===== src/rtl/olist_pkg.sv =====
// shared types and constants for the ordered list engine
// depends on nothing; used by ordered_list_engine_core and its testbench
package olist_pkg;

   localparam int unsigned Capacity = 64;

   typedef enum logic [3:0] {
      CMD_INS_HEAD = 4'd0,
      CMD_INS_TAIL = 4'd1,
      CMD_INS_POS  = 4'd2,
      CMD_DEL_HEAD = 4'd3,
      CMD_DEL_TAIL = 4'd4,
      CMD_DEL_POS  = 4'd5,
      CMD_DEL_VAL  = 4'd6,
      CMD_SEARCH   = 4'd7,
      CMD_LENGTH   = 4'd8,
      CMD_REVERSE  = 4'd9,
      CMD_READ_POS = 4'd10,
      CMD_READ_ALL = 4'd11,
      CMD_CLEAR    = 4'd12
   } cmd_type;

   typedef enum logic [2:0] {
      ST_OK       = 3'd0,
      ST_EMPTY    = 3'd1,
      ST_RANGE    = 3'd2,
      ST_NOTFOUND = 3'd3,
      ST_FULL     = 3'd4
   } status_type;

   typedef struct packed {
      logic [3:0]         cmd;
      logic signed [31:0] item_value;
      logic [6:0]         position;
   } req_type;

   typedef struct packed {
      logic [2:0]         status;
      logic signed [31:0] out_value;
      logic [5:0]         found_index;
      logic [6:0]         list_length;
      logic               last;
   } rsp_type;

   typedef enum logic [5:0] {
      S_IDLE    = 6'b000001,
      S_FREE_RD = 6'b000010,
      S_WALK    = 6'b000100,
      S_LINK_B  = 6'b001000,
      S_SWEEP   = 6'b010000,
      S_SPARE   = 6'b100000
   } state_type;

endpackage


===== src/rtl/olist_node_ram.sv =====
// node pool storage: link and value memories, one write port each,
// shared read address with registered read data; depends on nothing
module olist_node_ram #(
   parameter int unsigned CAPACITY = 64,
   localparam int unsigned IDX_W = $clog2(CAPACITY),
   localparam int unsigned PTR_W = $clog2(CAPACITY + 1)
) (
   input  logic               clock,
   input  logic [IDX_W-1:0]   rd_addr,
   input  logic               link_we,
   input  logic [IDX_W-1:0]   link_wa,
   input  logic [PTR_W-1:0]   link_wd,
   input  logic               val_we,
   input  logic [IDX_W-1:0]   val_wa,
   input  logic [31:0]        val_wd,
   output logic [PTR_W-1:0]   link_q,
   output logic [31:0]        val_q
);

   logic [PTR_W-1:0] link_mem [CAPACITY];
   logic [31:0]      val_mem [CAPACITY];

   always_ff @(posedge clock) begin
      if (link_we) begin
         link_mem[link_wa] <= link_wd;
      end
      link_q <= link_mem[rd_addr];
   end

   always_ff @(posedge clock) begin
      if (val_we) begin
         val_mem[val_wa] <= val_wd;
      end
      val_q <= val_mem[rd_addr];
   end

endmodule


===== src/rtl/ordered_list_engine_core.sv =====
// bounded singly linked list over a node pool with a free list
// depends on olist_pkg and olist_node_ram
//
// A command is taken when start is high and busy is low. Each command answers with
// one result word on rsp_data, marked by rsp_valid for one cycle; read-all answers
// with one word per element in list order, the final one with last set. The
// receiver cannot stall, so words must be taken as they appear. Positional and
// value commands walk the list one link per cycle through the pool memory read
// port. Length and rejected commands answer straight from idle, without a walk.
// After reset and after clear the link memory is rebuilt in a sweep pass during
// which busy stays high.
module ordered_list_engine_core #(
   parameter int unsigned CAPACITY = olist_pkg::Capacity
) (
   input  logic              clock,
   input  logic              reset,
   input  logic              start,
   output logic              busy,
   input  olist_pkg::req_type req_data,
   output logic              rsp_valid,
   output olist_pkg::rsp_type rsp_data
);

   localparam int unsigned IDX_W = $clog2(CAPACITY);
   localparam int unsigned PTR_W = $clog2(CAPACITY + 1);
   localparam int unsigned CNT_W = $clog2(CAPACITY + 1);
   localparam int unsigned CMP_W = (CNT_W > 7) ? CNT_W : 7;
   localparam logic [PTR_W-1:0] NULL_PTR = PTR_W'(CAPACITY);
   localparam logic [IDX_W-1:0] LAST_IDX = IDX_W'(CAPACITY - 1);

   olist_pkg::state_type state_ff, state_in;
   logic [3:0]       cmd_ff, cmd_in;
   logic [31:0]      val_ff, val_in;
   logic [CNT_W-1:0] tgt_ff, tgt_in;
   logic             ins0_ff, ins0_in;
   logic [PTR_W-1:0] node_ff, node_in;
   logic [PTR_W-1:0] prev_ff, prev_in;
   logic [CNT_W-1:0] idx_ff, idx_in;
   logic [PTR_W-1:0] head_ff, head_in;
   logic [PTR_W-1:0] free_ff, free_in;
   logic [CNT_W-1:0] count_ff, count_in;
   logic [PTR_W-1:0] fnext_ff, fnext_in;
   logic [PTR_W-1:0] newn_ff, newn_in;
   logic [PTR_W-1:0] wa_ff, wa_in;
   logic [PTR_W-1:0] wd_ff, wd_in;
   logic [IDX_W-1:0] sweep_ff, sweep_in;
   logic             rsp_valid_ff, rsp_valid_in;
   olist_pkg::rsp_type rsp_ff, rsp_in;

   logic [PTR_W-1:0] rd_ptr;
   logic             link_we, val_we;
   logic [PTR_W-1:0] link_wa;
   logic [PTR_W-1:0] link_wd;
   logic [PTR_W-1:0] link_q;
   logic [31:0]      val_q;

   logic [CMP_W-1:0] pos_x, cnt_x, p_x;
   logic             is_ins;

   olist_node_ram #(.CAPACITY(CAPACITY)) u_ram (
      .clock   (clock),
      .rd_addr (IDX_W'(rd_ptr)),
      .link_we (link_we),
      .link_wa (IDX_W'(link_wa)),
      .link_wd (link_wd),
      .val_we  (val_we),
      .val_wa  (IDX_W'(newn_ff)),
      .val_wd  (val_ff),
      .link_q  (link_q),
      .val_q   (val_q)
   );

   assign busy      = (state_ff != olist_pkg::S_IDLE);
   assign rsp_valid = rsp_valid_ff;
   assign rsp_data  = rsp_ff;

   assign pos_x  = CMP_W'(req_data.position);
   assign cnt_x  = CMP_W'(count_ff);
   assign is_ins = (cmd_ff == olist_pkg::CMD_INS_HEAD) || (cmd_ff == olist_pkg::CMD_INS_TAIL)
                   || (cmd_ff == olist_pkg::CMD_INS_POS);

   always_comb begin
      state_in = state_ff;
      cmd_in   = cmd_ff;
      val_in   = val_ff;
      tgt_in   = tgt_ff;
      ins0_in  = ins0_ff;
      node_in  = node_ff;
      prev_in  = prev_ff;
      idx_in   = idx_ff;
      head_in  = head_ff;
      free_in  = free_ff;
      count_in = count_ff;
      fnext_in = fnext_ff;
      newn_in  = newn_ff;
      wa_in    = wa_ff;
      wd_in    = wd_ff;
      sweep_in = sweep_ff;
      rd_ptr   = node_ff;
      link_we  = 1'b0;
      link_wa  = wa_ff;
      link_wd  = wd_ff;
      val_we   = 1'b0;
      p_x      = '0;
      rsp_valid_in          = 1'b0;
      rsp_in.status         = olist_pkg::ST_OK;
      rsp_in.out_value      = '0;
      rsp_in.found_index    = '0;
      rsp_in.last           = 1'b1;
      rsp_in.list_length    = '0;

      case (state_ff)
         olist_pkg::S_IDLE: begin
            if (start) begin
               cmd_in  = req_data.cmd;
               val_in  = req_data.item_value;
               // walk setup, used by every walking command
               rd_ptr  = head_ff;
               node_in = head_ff;
               prev_in = NULL_PTR;
               idx_in  = '0;
               case (req_data.cmd)
                  olist_pkg::CMD_INS_HEAD, olist_pkg::CMD_INS_TAIL,
                  olist_pkg::CMD_INS_POS: begin
                     if (req_data.cmd == olist_pkg::CMD_INS_HEAD) begin
                        p_x = '0;
                     end else if (req_data.cmd == olist_pkg::CMD_INS_TAIL) begin
                        p_x = cnt_x;
                     end else begin
                        p_x = pos_x;
                     end
                     if (free_ff == NULL_PTR) begin
                        rsp_valid_in  = 1'b1;
                        rsp_in.status = olist_pkg::ST_FULL;
                     end else if (p_x > cnt_x) begin
                        rsp_valid_in  = 1'b1;
                        rsp_in.status = olist_pkg::ST_RANGE;
                     end else begin
                        rd_ptr   = free_ff;
                        newn_in  = free_ff;
                        ins0_in  = (p_x == '0);
                        tgt_in   = CNT_W'(p_x - CMP_W'(1));
                        state_in = olist_pkg::S_FREE_RD;
                     end
                  end
                  olist_pkg::CMD_DEL_HEAD, olist_pkg::CMD_DEL_TAIL,
                  olist_pkg::CMD_DEL_POS: begin
                     if (req_data.cmd == olist_pkg::CMD_DEL_HEAD) begin
                        p_x = '0;
                     end else if (req_data.cmd == olist_pkg::CMD_DEL_TAIL) begin
                        p_x = cnt_x - CMP_W'(1);
                     end else begin
                        p_x = pos_x;
                     end
                     if (count_ff == '0) begin
                        rsp_valid_in  = 1'b1;
                        rsp_in.status = olist_pkg::ST_EMPTY;
                     end else if (p_x >= cnt_x) begin
                        rsp_valid_in  = 1'b1;
                        rsp_in.status = olist_pkg::ST_RANGE;
                     end else begin
                        tgt_in   = CNT_W'(p_x);
                        state_in = olist_pkg::S_WALK;
                     end
                  end
                  olist_pkg::CMD_DEL_VAL, olist_pkg::CMD_READ_ALL: begin
                     if (count_ff == '0) begin
                        rsp_valid_in  = 1'b1;
                        rsp_in.status = olist_pkg::ST_EMPTY;
                     end else begin
                        state_in = olist_pkg::S_WALK;
                     end
                  end
                  olist_pkg::CMD_SEARCH, olist_pkg::CMD_REVERSE: begin
                     state_in = olist_pkg::S_WALK;
                  end
                  olist_pkg::CMD_READ_POS: begin
                     if (pos_x >= cnt_x) begin
                        rsp_valid_in  = 1'b1;
                        rsp_in.status = olist_pkg::ST_RANGE;
                     end else begin
                        tgt_in   = CNT_W'(pos_x);
                        state_in = olist_pkg::S_WALK;
                     end
                  end
                  olist_pkg::CMD_CLEAR: begin
                     head_in      = NULL_PTR;
                     free_in      = '0;
                     count_in     = '0;
                     sweep_in     = '0;
                     rsp_valid_in = 1'b1;
                     state_in     = olist_pkg::S_SWEEP;
                  end
                  default: begin
                     rsp_valid_in = 1'b1;
                  end
               endcase
            end
         end

         olist_pkg::S_FREE_RD: begin
            // link_q holds the successor of the node taken off the free list
            fnext_in = link_q;
            val_we   = 1'b1;
            if (ins0_ff) begin
               link_we      = 1'b1;
               link_wa      = newn_ff;
               link_wd      = head_ff;
               head_in      = newn_ff;
               free_in      = link_q;
               count_in     = count_ff + CNT_W'(1);
               rsp_valid_in = 1'b1;
               state_in     = olist_pkg::S_IDLE;
            end else begin
               rd_ptr   = head_ff;
               node_in  = head_ff;
               prev_in  = NULL_PTR;
               idx_in   = '0;
               state_in = olist_pkg::S_WALK;
            end
         end

         olist_pkg::S_WALK: begin
            // node_ff is element idx_ff; link_q and val_q are its entry
            rd_ptr  = link_q;
            node_in = link_q;
            prev_in = node_ff;
            idx_in  = idx_ff + CNT_W'(1);
            case (cmd_ff)
               olist_pkg::CMD_INS_HEAD, olist_pkg::CMD_INS_TAIL,
               olist_pkg::CMD_INS_POS: begin
                  if (idx_ff == tgt_ff) begin
                     link_we  = 1'b1;
                     link_wa  = newn_ff;
                     link_wd  = link_q;
                     wa_in    = node_ff;
                     wd_in    = newn_ff;
                     state_in = olist_pkg::S_LINK_B;
                  end
               end
               olist_pkg::CMD_DEL_HEAD, olist_pkg::CMD_DEL_TAIL,
               olist_pkg::CMD_DEL_POS, olist_pkg::CMD_DEL_VAL: begin
                  if ((cmd_ff == olist_pkg::CMD_DEL_VAL) && (idx_ff == count_ff)) begin
                     rsp_valid_in  = 1'b1;
                     rsp_in.status = olist_pkg::ST_NOTFOUND;
                     state_in      = olist_pkg::S_IDLE;
                  end else if (((cmd_ff == olist_pkg::CMD_DEL_VAL) && (val_q == val_ff))
                               || ((cmd_ff != olist_pkg::CMD_DEL_VAL) && (idx_ff == tgt_ff)))
                  begin
                     // unlink node_ff, then hand it to the free list
                     if (prev_ff == NULL_PTR) begin
                        head_in = link_q;
                     end else begin
                        link_we = 1'b1;
                        link_wa = prev_ff;
                        link_wd = link_q;
                     end
                     wa_in    = node_ff;
                     wd_in    = free_ff;
                     state_in = olist_pkg::S_LINK_B;
                  end
               end
               olist_pkg::CMD_SEARCH: begin
                  if (idx_ff == count_ff) begin
                     rsp_valid_in  = 1'b1;
                     rsp_in.status = olist_pkg::ST_NOTFOUND;
                     state_in      = olist_pkg::S_IDLE;
                  end else if (val_q == val_ff) begin
                     rsp_valid_in       = 1'b1;
                     rsp_in.found_index = 6'(idx_ff);
                     state_in           = olist_pkg::S_IDLE;
                  end
               end
               olist_pkg::CMD_READ_POS: begin
                  if (idx_ff == tgt_ff) begin
                     rsp_valid_in     = 1'b1;
                     rsp_in.out_value = val_q;
                     state_in         = olist_pkg::S_IDLE;
                  end
               end
               olist_pkg::CMD_READ_ALL: begin
                  rsp_valid_in     = 1'b1;
                  rsp_in.out_value = val_q;
                  rsp_in.last      = (idx_ff == count_ff - CNT_W'(1));
                  if (rsp_in.last) begin
                     state_in = olist_pkg::S_IDLE;
                  end
               end
               olist_pkg::CMD_REVERSE: begin
                  if (idx_ff == count_ff) begin
                     head_in      = prev_ff;
                     rsp_valid_in = 1'b1;
                     state_in     = olist_pkg::S_IDLE;
                  end else begin
                     link_we = 1'b1;
                     link_wa = node_ff;
                     link_wd = prev_ff;
                  end
               end
               default: begin
                  state_in = olist_pkg::S_IDLE;
               end
            endcase
         end

         olist_pkg::S_LINK_B: begin
            link_we = 1'b1;
            if (is_ins) begin
               free_in  = fnext_ff;
               count_in = count_ff + CNT_W'(1);
            end else begin
               free_in  = wa_ff;
               count_in = count_ff - CNT_W'(1);
            end
            rsp_valid_in = 1'b1;
            state_in     = olist_pkg::S_IDLE;
         end

         olist_pkg::S_SWEEP: begin
            // rebuild the free chain, one entry a cycle
            link_we  = 1'b1;
            link_wa  = PTR_W'(sweep_ff);
            link_wd  = PTR_W'(sweep_ff) + PTR_W'(1);
            sweep_in = sweep_ff + IDX_W'(1);
            if (sweep_ff == LAST_IDX) begin
               state_in = olist_pkg::S_IDLE;
            end
         end

         default: begin
            state_in = olist_pkg::S_IDLE;
         end
      endcase

      rsp_in.list_length = 7'(count_in);
   end

   always_ff @(posedge clock) begin
      if (reset) begin
         state_ff     <= olist_pkg::S_SWEEP;
         sweep_ff     <= '0;
         head_ff      <= NULL_PTR;
         free_ff      <= '0;
         count_ff     <= '0;
         rsp_valid_ff <= 1'b0;
      end else begin
         state_ff     <= state_in;
         sweep_ff     <= sweep_in;
         head_ff      <= head_in;
         free_ff      <= free_in;
         count_ff     <= count_in;
         rsp_valid_ff <= rsp_valid_in;
      end
   end

   always_ff @(posedge clock) begin
      cmd_ff   <= cmd_in;
      val_ff   <= val_in;
      tgt_ff   <= tgt_in;
      ins0_ff  <= ins0_in;
      node_ff  <= node_in;
      prev_ff  <= prev_in;
      idx_ff   <= idx_in;
      fnext_ff <= fnext_in;
      newn_ff  <= newn_in;
      wa_ff    <= wa_in;
      wd_ff    <= wd_in;
      rsp_ff   <= rsp_in;
   end

endmodule


===== config.mk =====
export PLATFORM = sky130hd
export DESIGN_NAME = ordered_list_engine_core
export DESIGN_NICKNAME = d
export VERILOG_FILES = /design/src/rtl/olist_pkg.sv /design/src/rtl/olist_node_ram.sv /design/src/rtl/ordered_list_engine_core.sv
export SDC_FILE = /design/constraint.sdc
export NUM_CORES = 2
export LEC_CHECK = 0
export BUFFER_PORTS_ARGS = -buffer_cell sky130_fd_sc_hd__buf_2
export CAP_MARGIN = 20
export CORE_MARGIN = 2
export CORE_UTILIZATION = 35
export CTS_BUF_LIST = sky130_fd_sc_hd__clkbuf_16
export DETAILED_ROUTE_END_ITERATION = 10
export PLACE_DENSITY = 0.55
export SLEW_MARGIN = 20
export SYNTH_ARGS = -nofsm -noshare
export SYNTH_HDL_FRONTEND = slang
export SYNTH_SLANG_ARGS = --single-unit

===== constraint.sdc =====
create_clock -name clock -period 6.1 [get_ports clock]
set_clock_uncertainty 0.1 [all_clocks]
set_input_delay 0.915 -clock clock [delete_from_list [all_inputs] [get_ports clock]]
set_output_delay 0.915 -clock clock [all_outputs]
set_load 0.02 [all_outputs]

* Word level (Yosys, flattened, before mapping) *
Memory sizes are Yosys's and may differ from the RTL's. A register that Yosys moved wholly into a read port is not among the register bits.
Index checks and enable logic that the tools add are counted.

storage, ports and cells
  memories kept = 2
  output and inout bits = 51
  input bits = 46
  RAM bits = 2496
  logic and storage cells = 274
  flip-flop bits (word level) = 176

operators by class
  muxes and demuxes = 137
  bitwise operators = 5
  add/subtract/negate cells = 6
  equal/unequal tests = 65
  magnitude comparators = 3
  reduce and logical (&&, ||, !) cells = 34

memories
  name            depth  bits a word  read ports  clocked after memory_dff  wr ports  line                  source
  u_ram.val_mem   64     32           1           1                         1         olist_node_ram.sv:21  logic [31:0] val_mem [CAPACITY];
  u_ram.link_mem  64     7            1           1                         1         olist_node_ram.sv:20  logic [PTR_W-1:0] link_mem [CAPACITY];

operators with widths
  operator             number
  $mux 7               48
  $pmux 7 s3           9
  $mux 6               28
  $pmux 6 s6           2
  $pmux 32 s2          1
  $pmux 6 s3           3
  $pmux 7 s2           3
  $ne 3x3->1 const B   13
  $eq 32x32->1         1
  $eq 4x3->1 const B   8
  $mux 32              1
  $eq 4x4->1 const B   7
  $ne 2x2->1 const B   12
  $pmux 6 s4           1
  $mux 1               23
  $eq 7x7->1           3
  $eq 4x2->1 const B   4
  $reduce_and 15->1    1
  $add 7x1->7 const B  2
  $eq 7x7->1 const B   2
  $ge 7x7->1           2
  $logic_not 7->1      2
  $sub 7x1->7 const B  2
  $mux 2               6
  other kinds (38)     66

* Depth between registers and ports, before layout *
  word-level depth = 12
  mapped depth = 22
  depth with buffers taken out = 16

* By module *
A second synthesis with hierarchy kept.

second synthesis, totals
  cells, all modules = 5093
  area, all modules = 106245.6 um^2

modules (own cells, without submodules)
  module                    cells an instance  area an instance (um^2)  seq. area each (um^2)  times used
  olist_node_ram            4145               96736.5                  75732.6                1
  ordered_list_engine_core  948                9509.1                   4434.3                 1

* Worst setup path before layout *
OpenSTA, ideal clock, no wires.

  kind = flip-flop to flip-flop
  start = register val_ff[13]
  end = memory u_ram.link_mem[0][6] (netlist name) (data pin)
  clock period less this slack = 5.508 ns
  arrival time = 4.841 ns
  slack = 0.592 ns
  path buffers = 0
  stages on the path, launching flop included = 11
  required time = 5.433 ns
  setup time = 0.567 ns
  path through = edfxtp_1 xnor2_1 nand4_1 nor4_1 a31oi_1 a211o_1 o21ai_1 nand2_1 a21oi_1 a21oi_1 o221ai_1

between the ends
  cells in the longest elaborated chain, start to end = 7

ends and longest elaborated chain
  element                 line                             source
  from (decl)             ordered_list_engine_core.sv:33   logic [31:0] val_ff, val_in;
  from (signal assigned)  ordered_list_engine_core.sv:358  val_ff <= val_in;
  $eq 32x32->1            ordered_list_engine_core.sv:247  end else if (((cmd_ff == olist_pkg::CMD_DEL_VAL) && (val_q == val_ff))
  $logic_and 1x1->1       ordered_list_engine_core.sv:247
  $logic_or 1x1->1        ordered_list_engine_core.sv:248  || ((cmd_ff != olist_pkg::CMD_DEL_VAL) && (idx_ff == tgt_ff)))
  $mux 7                  ordered_list_engine_core.sv:247
  $mux 7                  ordered_list_engine_core.sv:243  if ((cmd_ff == olist_pkg::CMD_DEL_VAL) && (idx_ff == count_ff)) begin
  $pmux 7 s3              ordered_list_engine_core.sv:229  case (cmd_ff)
  $pmux 7 s3              ordered_list_engine_core.sv:112  case (state_ff)
  named net link_wd[6]    ordered_list_engine_core.sv:53   logic [PTR_W-1:0] link_wd;
  to (decl)               olist_node_ram.sv:20

The timed path passes the listed nets, and every way through them passes these cells.

* Worst setup path after layout *
  start = input req_data[40] (netlist name)
  end = register u_ram.val_q[18], read port of u_ram.val_mem

between the ends
  cells in the longest elaborated chain, start to end = 12
  elaborated cells on any way between the ends = 15
  those cells by class = 1 x order compare; 2 x eq/ne; 10 x mux; 2 x reduce/logical

ends and longest elaborated chain
  element       line                                                              source
  from (decl)   ordered_list_engine_core.sv:19                                    input olist_pkg::req_type req_data,
  $eq 4x1->1    ordered_list_engine_core.sv:122, ordered_list_engine_core.sv:127
  $mux 7        ordered_list_engine_core.sv:127                                   end else if (req_data.cmd == olist_pkg::CMD_INS_TAIL) begin
  $mux 7        ordered_list_engine_core.sv:125                                   if (req_data.cmd == olist_pkg::CMD_INS_HEAD) begin
  $mux 7        ordered_list_engine_core.sv:122                                   case (req_data.cmd)
  $mux 7        ordered_list_engine_core.sv:114                                   if (start) begin
  $mux 7        ordered_list_engine_core.sv:112
  $gt 7x7->1    ordered_list_engine_core.sv:135                                   end else if (p_x > cnt_x) begin
  $mux 6        ordered_list_engine_core.sv:135
  $mux 6        ordered_list_engine_core.sv:132                                   if (free_ff == NULL_PTR) begin
  $mux 6 *      ordered_list_engine_core.sv:122
  $mux 6 *      ordered_list_engine_core.sv:114
  $pmux 6 s3 *  ordered_list_engine_core.sv:112
  to (decl)     olist_node_ram.sv:17                                              output logic [31:0] val_q

Mark *: on every way between the ends. The rest lies on a longest branch, timed or not. The select of a mux whose other input is x is not followed.
A chain may end at the register's enable or synchronous reset.

==> impl_metrics.ini <==
[finish]
nFillCells = 27900
layout_commonest_cell = edfxtp_1
area_delta_synth_final_pct = 18.5
drive_above_1_share = 0.151
final_cell_mix = edfxtp_1, nand2_1, a21oi_1
final_nets = 8505

[worst_setup_path]
slowest_stage = a21oi_1
start_kind = input port
critPathBufInv = 6
r2r-end = u_ram.val_q[18]
r2r_cells = 19
cp_common_cell = a21oi_1
required_ps = 6740
r2r_start = cnt_x[4]
r2r_setup_slack_ps = 560
critPathMaxStageDelay_ps = 620
arrival_ps = 6330
cp_max_fo = 15
worst_path_dominant_cell_family = compound AO/OA/AOI/OAI gates
path_class = input port to flip-flop
cp_cell_sequence = buf_2, or3_1, a21oi_1, inv_1, ha_1, and3_1, o21ai_0, a211oi_1, o22ai_1, a21oi_1, a21boi_4, buf_12, buf_12, buf_4, buf_4, a21oi_1, nand2_1, a31oi_1, a21oi_1, or4_1
setup.worst_path.end_class = flip-flop

[job]
cap_viol_max_count = 0

[routing]
vias_per_cell = 5.63
drt-wirelength-per-cell_um = 29.1
finalWirelength_mm = 372
ant_nets = 0
drtIter0Drc = 9685
routedLengthMet1_mm = 154
post-route-drc-count = 0
met3_length_mm = 34.0
route.met2.wl_mm = 169
routed.top_layer = met5
first_pass_iters = 8
num_vias = 71900

[yosys]
synth-compound-area-share = 0.0812
synth_top_family_by_area = simple AND/OR/NAND/NOR gates
synth_xor_area_frac = 0.00594
synth_edf_count = 2589
synthAdderAreaFrac = 0.00314
postSynthCellCount = 7829
syn_avg_cell_area_um2 = 13.8
synth-main-ff-cell = edfxtp_1
ys_ff_latch = 2710
ys_types = 86
synth_area_mm2 = 0.108
yosys.area_share.simple = 0.109
yosys_warnings = 0
synth.area.mux_share = 0.0358
synthArstFlopShare = 0
synth_nets = 7902
yosysSeqAreaShare = 0.744

[clocking]
insertion_delay_ps = 890
htreeDepth = 5
post_cts_resized = 0
cts_tree = done
clock-sinks = 2710
cts_root_buf = clkbuf_16
postCtsHoldBufs = 0
post-cts-setup-buffer-count = 0
clockBufferDepth = 4
clkTransAtPathRegs_ps = 60
cts_buffers = 290

[sta]
period_share = 0.933
worstMarginPinSlew_ps = 1180
final.setup.worst_slack_ps = 412
fmax_ghz = 0.176
rsz0062_at_grt = false
fin_setup_tns_ps = 0
setup_viol = 0
slew_headroom = 0.195
period_needed_ps = 5690
finalMaxSlewViolations = 0
final-hold-violation-count = 0

[floorplanning]
fp.dieArea_mm2 = 0.312
die_x_um = 559
io_pins = 97
die_h_um = 559
row_count = 203
core-area_mm2 = 0.306
start_util = 0.352

[global_routing]
grt_pass1_vias = 68400
antenna_found_initial = 26
grt.overflow.total = 0
grt_start_max_net_pins = 73
grt_util_all_layers = 0.233
grt_pass1_wl_mm = 521

[placement]
gp_routability_congestion = 0.896
dp_hpwl_mm = 236
post-place-ws_ps = -292
port_buffers = 96

[hold_path]
hold_path_class = input port to flip-flop
hp-start = req_data[9]
min_delay_worst_endpoint = val_ff[2]
min_path_cells = 1

[power_and_ir_drop]
vdd_ir_drop_max_v = 0.000300
power_density_mw_per_mm2 = 466
leakage_nw = 44.0

[run_status]
status = completed
[state kept, by name, indices dropped and copies added, names as in the netlist, 32 cells and up]
register and count:
u_ram.link_mem 448, val_ff 32, u_ram.val_mem 2048, u_ram.val_q 32, rsp_data 49
[where the power goes]
group / switching, mW / internal (mW) / total, mW / leakage [nW]
sequential: 0.603 / 21.4 / 22.0 / 24.3
combinational: 13.5 / 7.03 / 20.5 / 15.1
clock: 7.34 / 9.64 / 17.0 / 4.64
total: 21.4 / 38.1 / 59.5 / 44.0
[metal layers]
| layer | global-route usage | vias to the layer above |
|---|---|---|
| met5 | 0 | - |
| li1 | - | 30700 |
| met1 | 0.325 | 36700 |
| met3 | 0.0389 | 663 |
| met2 | 0.364 | 3789 |
| met4 | 0.0837 | 16 |
[how the worst max path moves through the flow]
stage	from	endpoint	slack, ps	cells after the start
floorplan	val_ff[13]	u_ram.link_mem[0][6]	590	10
global placement	req_data[40]	u_ram.val_q[18]	-250	20
detailed placement	req_data[40]	u_ram.val_q[7]	-290	21
CTS	req_data[40]	u_ram.val_q[7]	600	21
global route	req_data[40]	u_ram.val_q[7]	270	21
finish	req_data[40]	u_ram.val_q[18]	410	20
[cell type report]
class | count | area [um^2] | share of cell area
Antenna cell | 11 | 27.5 | 0.000216
Timing Repair Buffer | 790 | 7230 | 0.0566
Tap cell | 4100 | 5130 | 0.0402
Multi-Input combinational cell | 4609 | 26000 | 0.204
Inverter | 31 | 118 | 0.000921
Clock buffer | 297 | 7430 | 0.0582
Clock inverter | 218 | 1570 | 0.0123
Sequential cell | 2710 | 80200 | 0.628
[synth_stat cells (all sizes together) (43+ instances only)]
| cell | instances | area share |
|---|---|---|
| a32oi | 79 | 0.0064 |
| dfxtp | 121 | 0.022 |
| o22ai | 146 | 0.0085 |
| edfxtp | 2589 | 0.72 |
| nand2 | 1731 | 0.060 |
| xnor2 | 52 | 0.0042 |
| and3 | 58 | 0.0034 |
| a22oi | 43 | 0.0030 |
| mux2i | 366 | 0.034 |
| nor3 | 63 | 0.0031 |
| buf | 279 | 0.013 |
| o21ai | 71 | 0.0033 |
| a21oi | 603 | 0.028 |
| nand4 | 66 | 0.0038 |
| clkbuf | 200 | 0.0070 |
| a31oi | 182 | 0.011 |
| nor2 | 273 | 0.0096 |
| nand3 | 355 | 0.017 |
| and2 | 63 | 0.0037 |
| a211oi | 53 | 0.0037 |
[cells by family after synthesis]
family / after synthesis
mux: 383
buf+inv: 510
xor+xnor: 73
compound gates: 1390
flops: 2710
simple gates: 2736
fa+ha+maj: 27
[through the flow]
stage	power (mW)	instances	cell area (um^2)	utilization	hold WS (ps)
final	59.5	12800	128000	0.417	115
after floorplan	32.9	7829	108000	-	317
after detailed placement	42.7	12200	119000	0.388	330
after global routing	61.6	12800	128000	0.417	86.6
after CTS	59.5	12800	128000	0.417	59.3
after global placement	42.6	12200	119000	0.388	325
No activity file was read; power rests on OpenSTA's default activity.
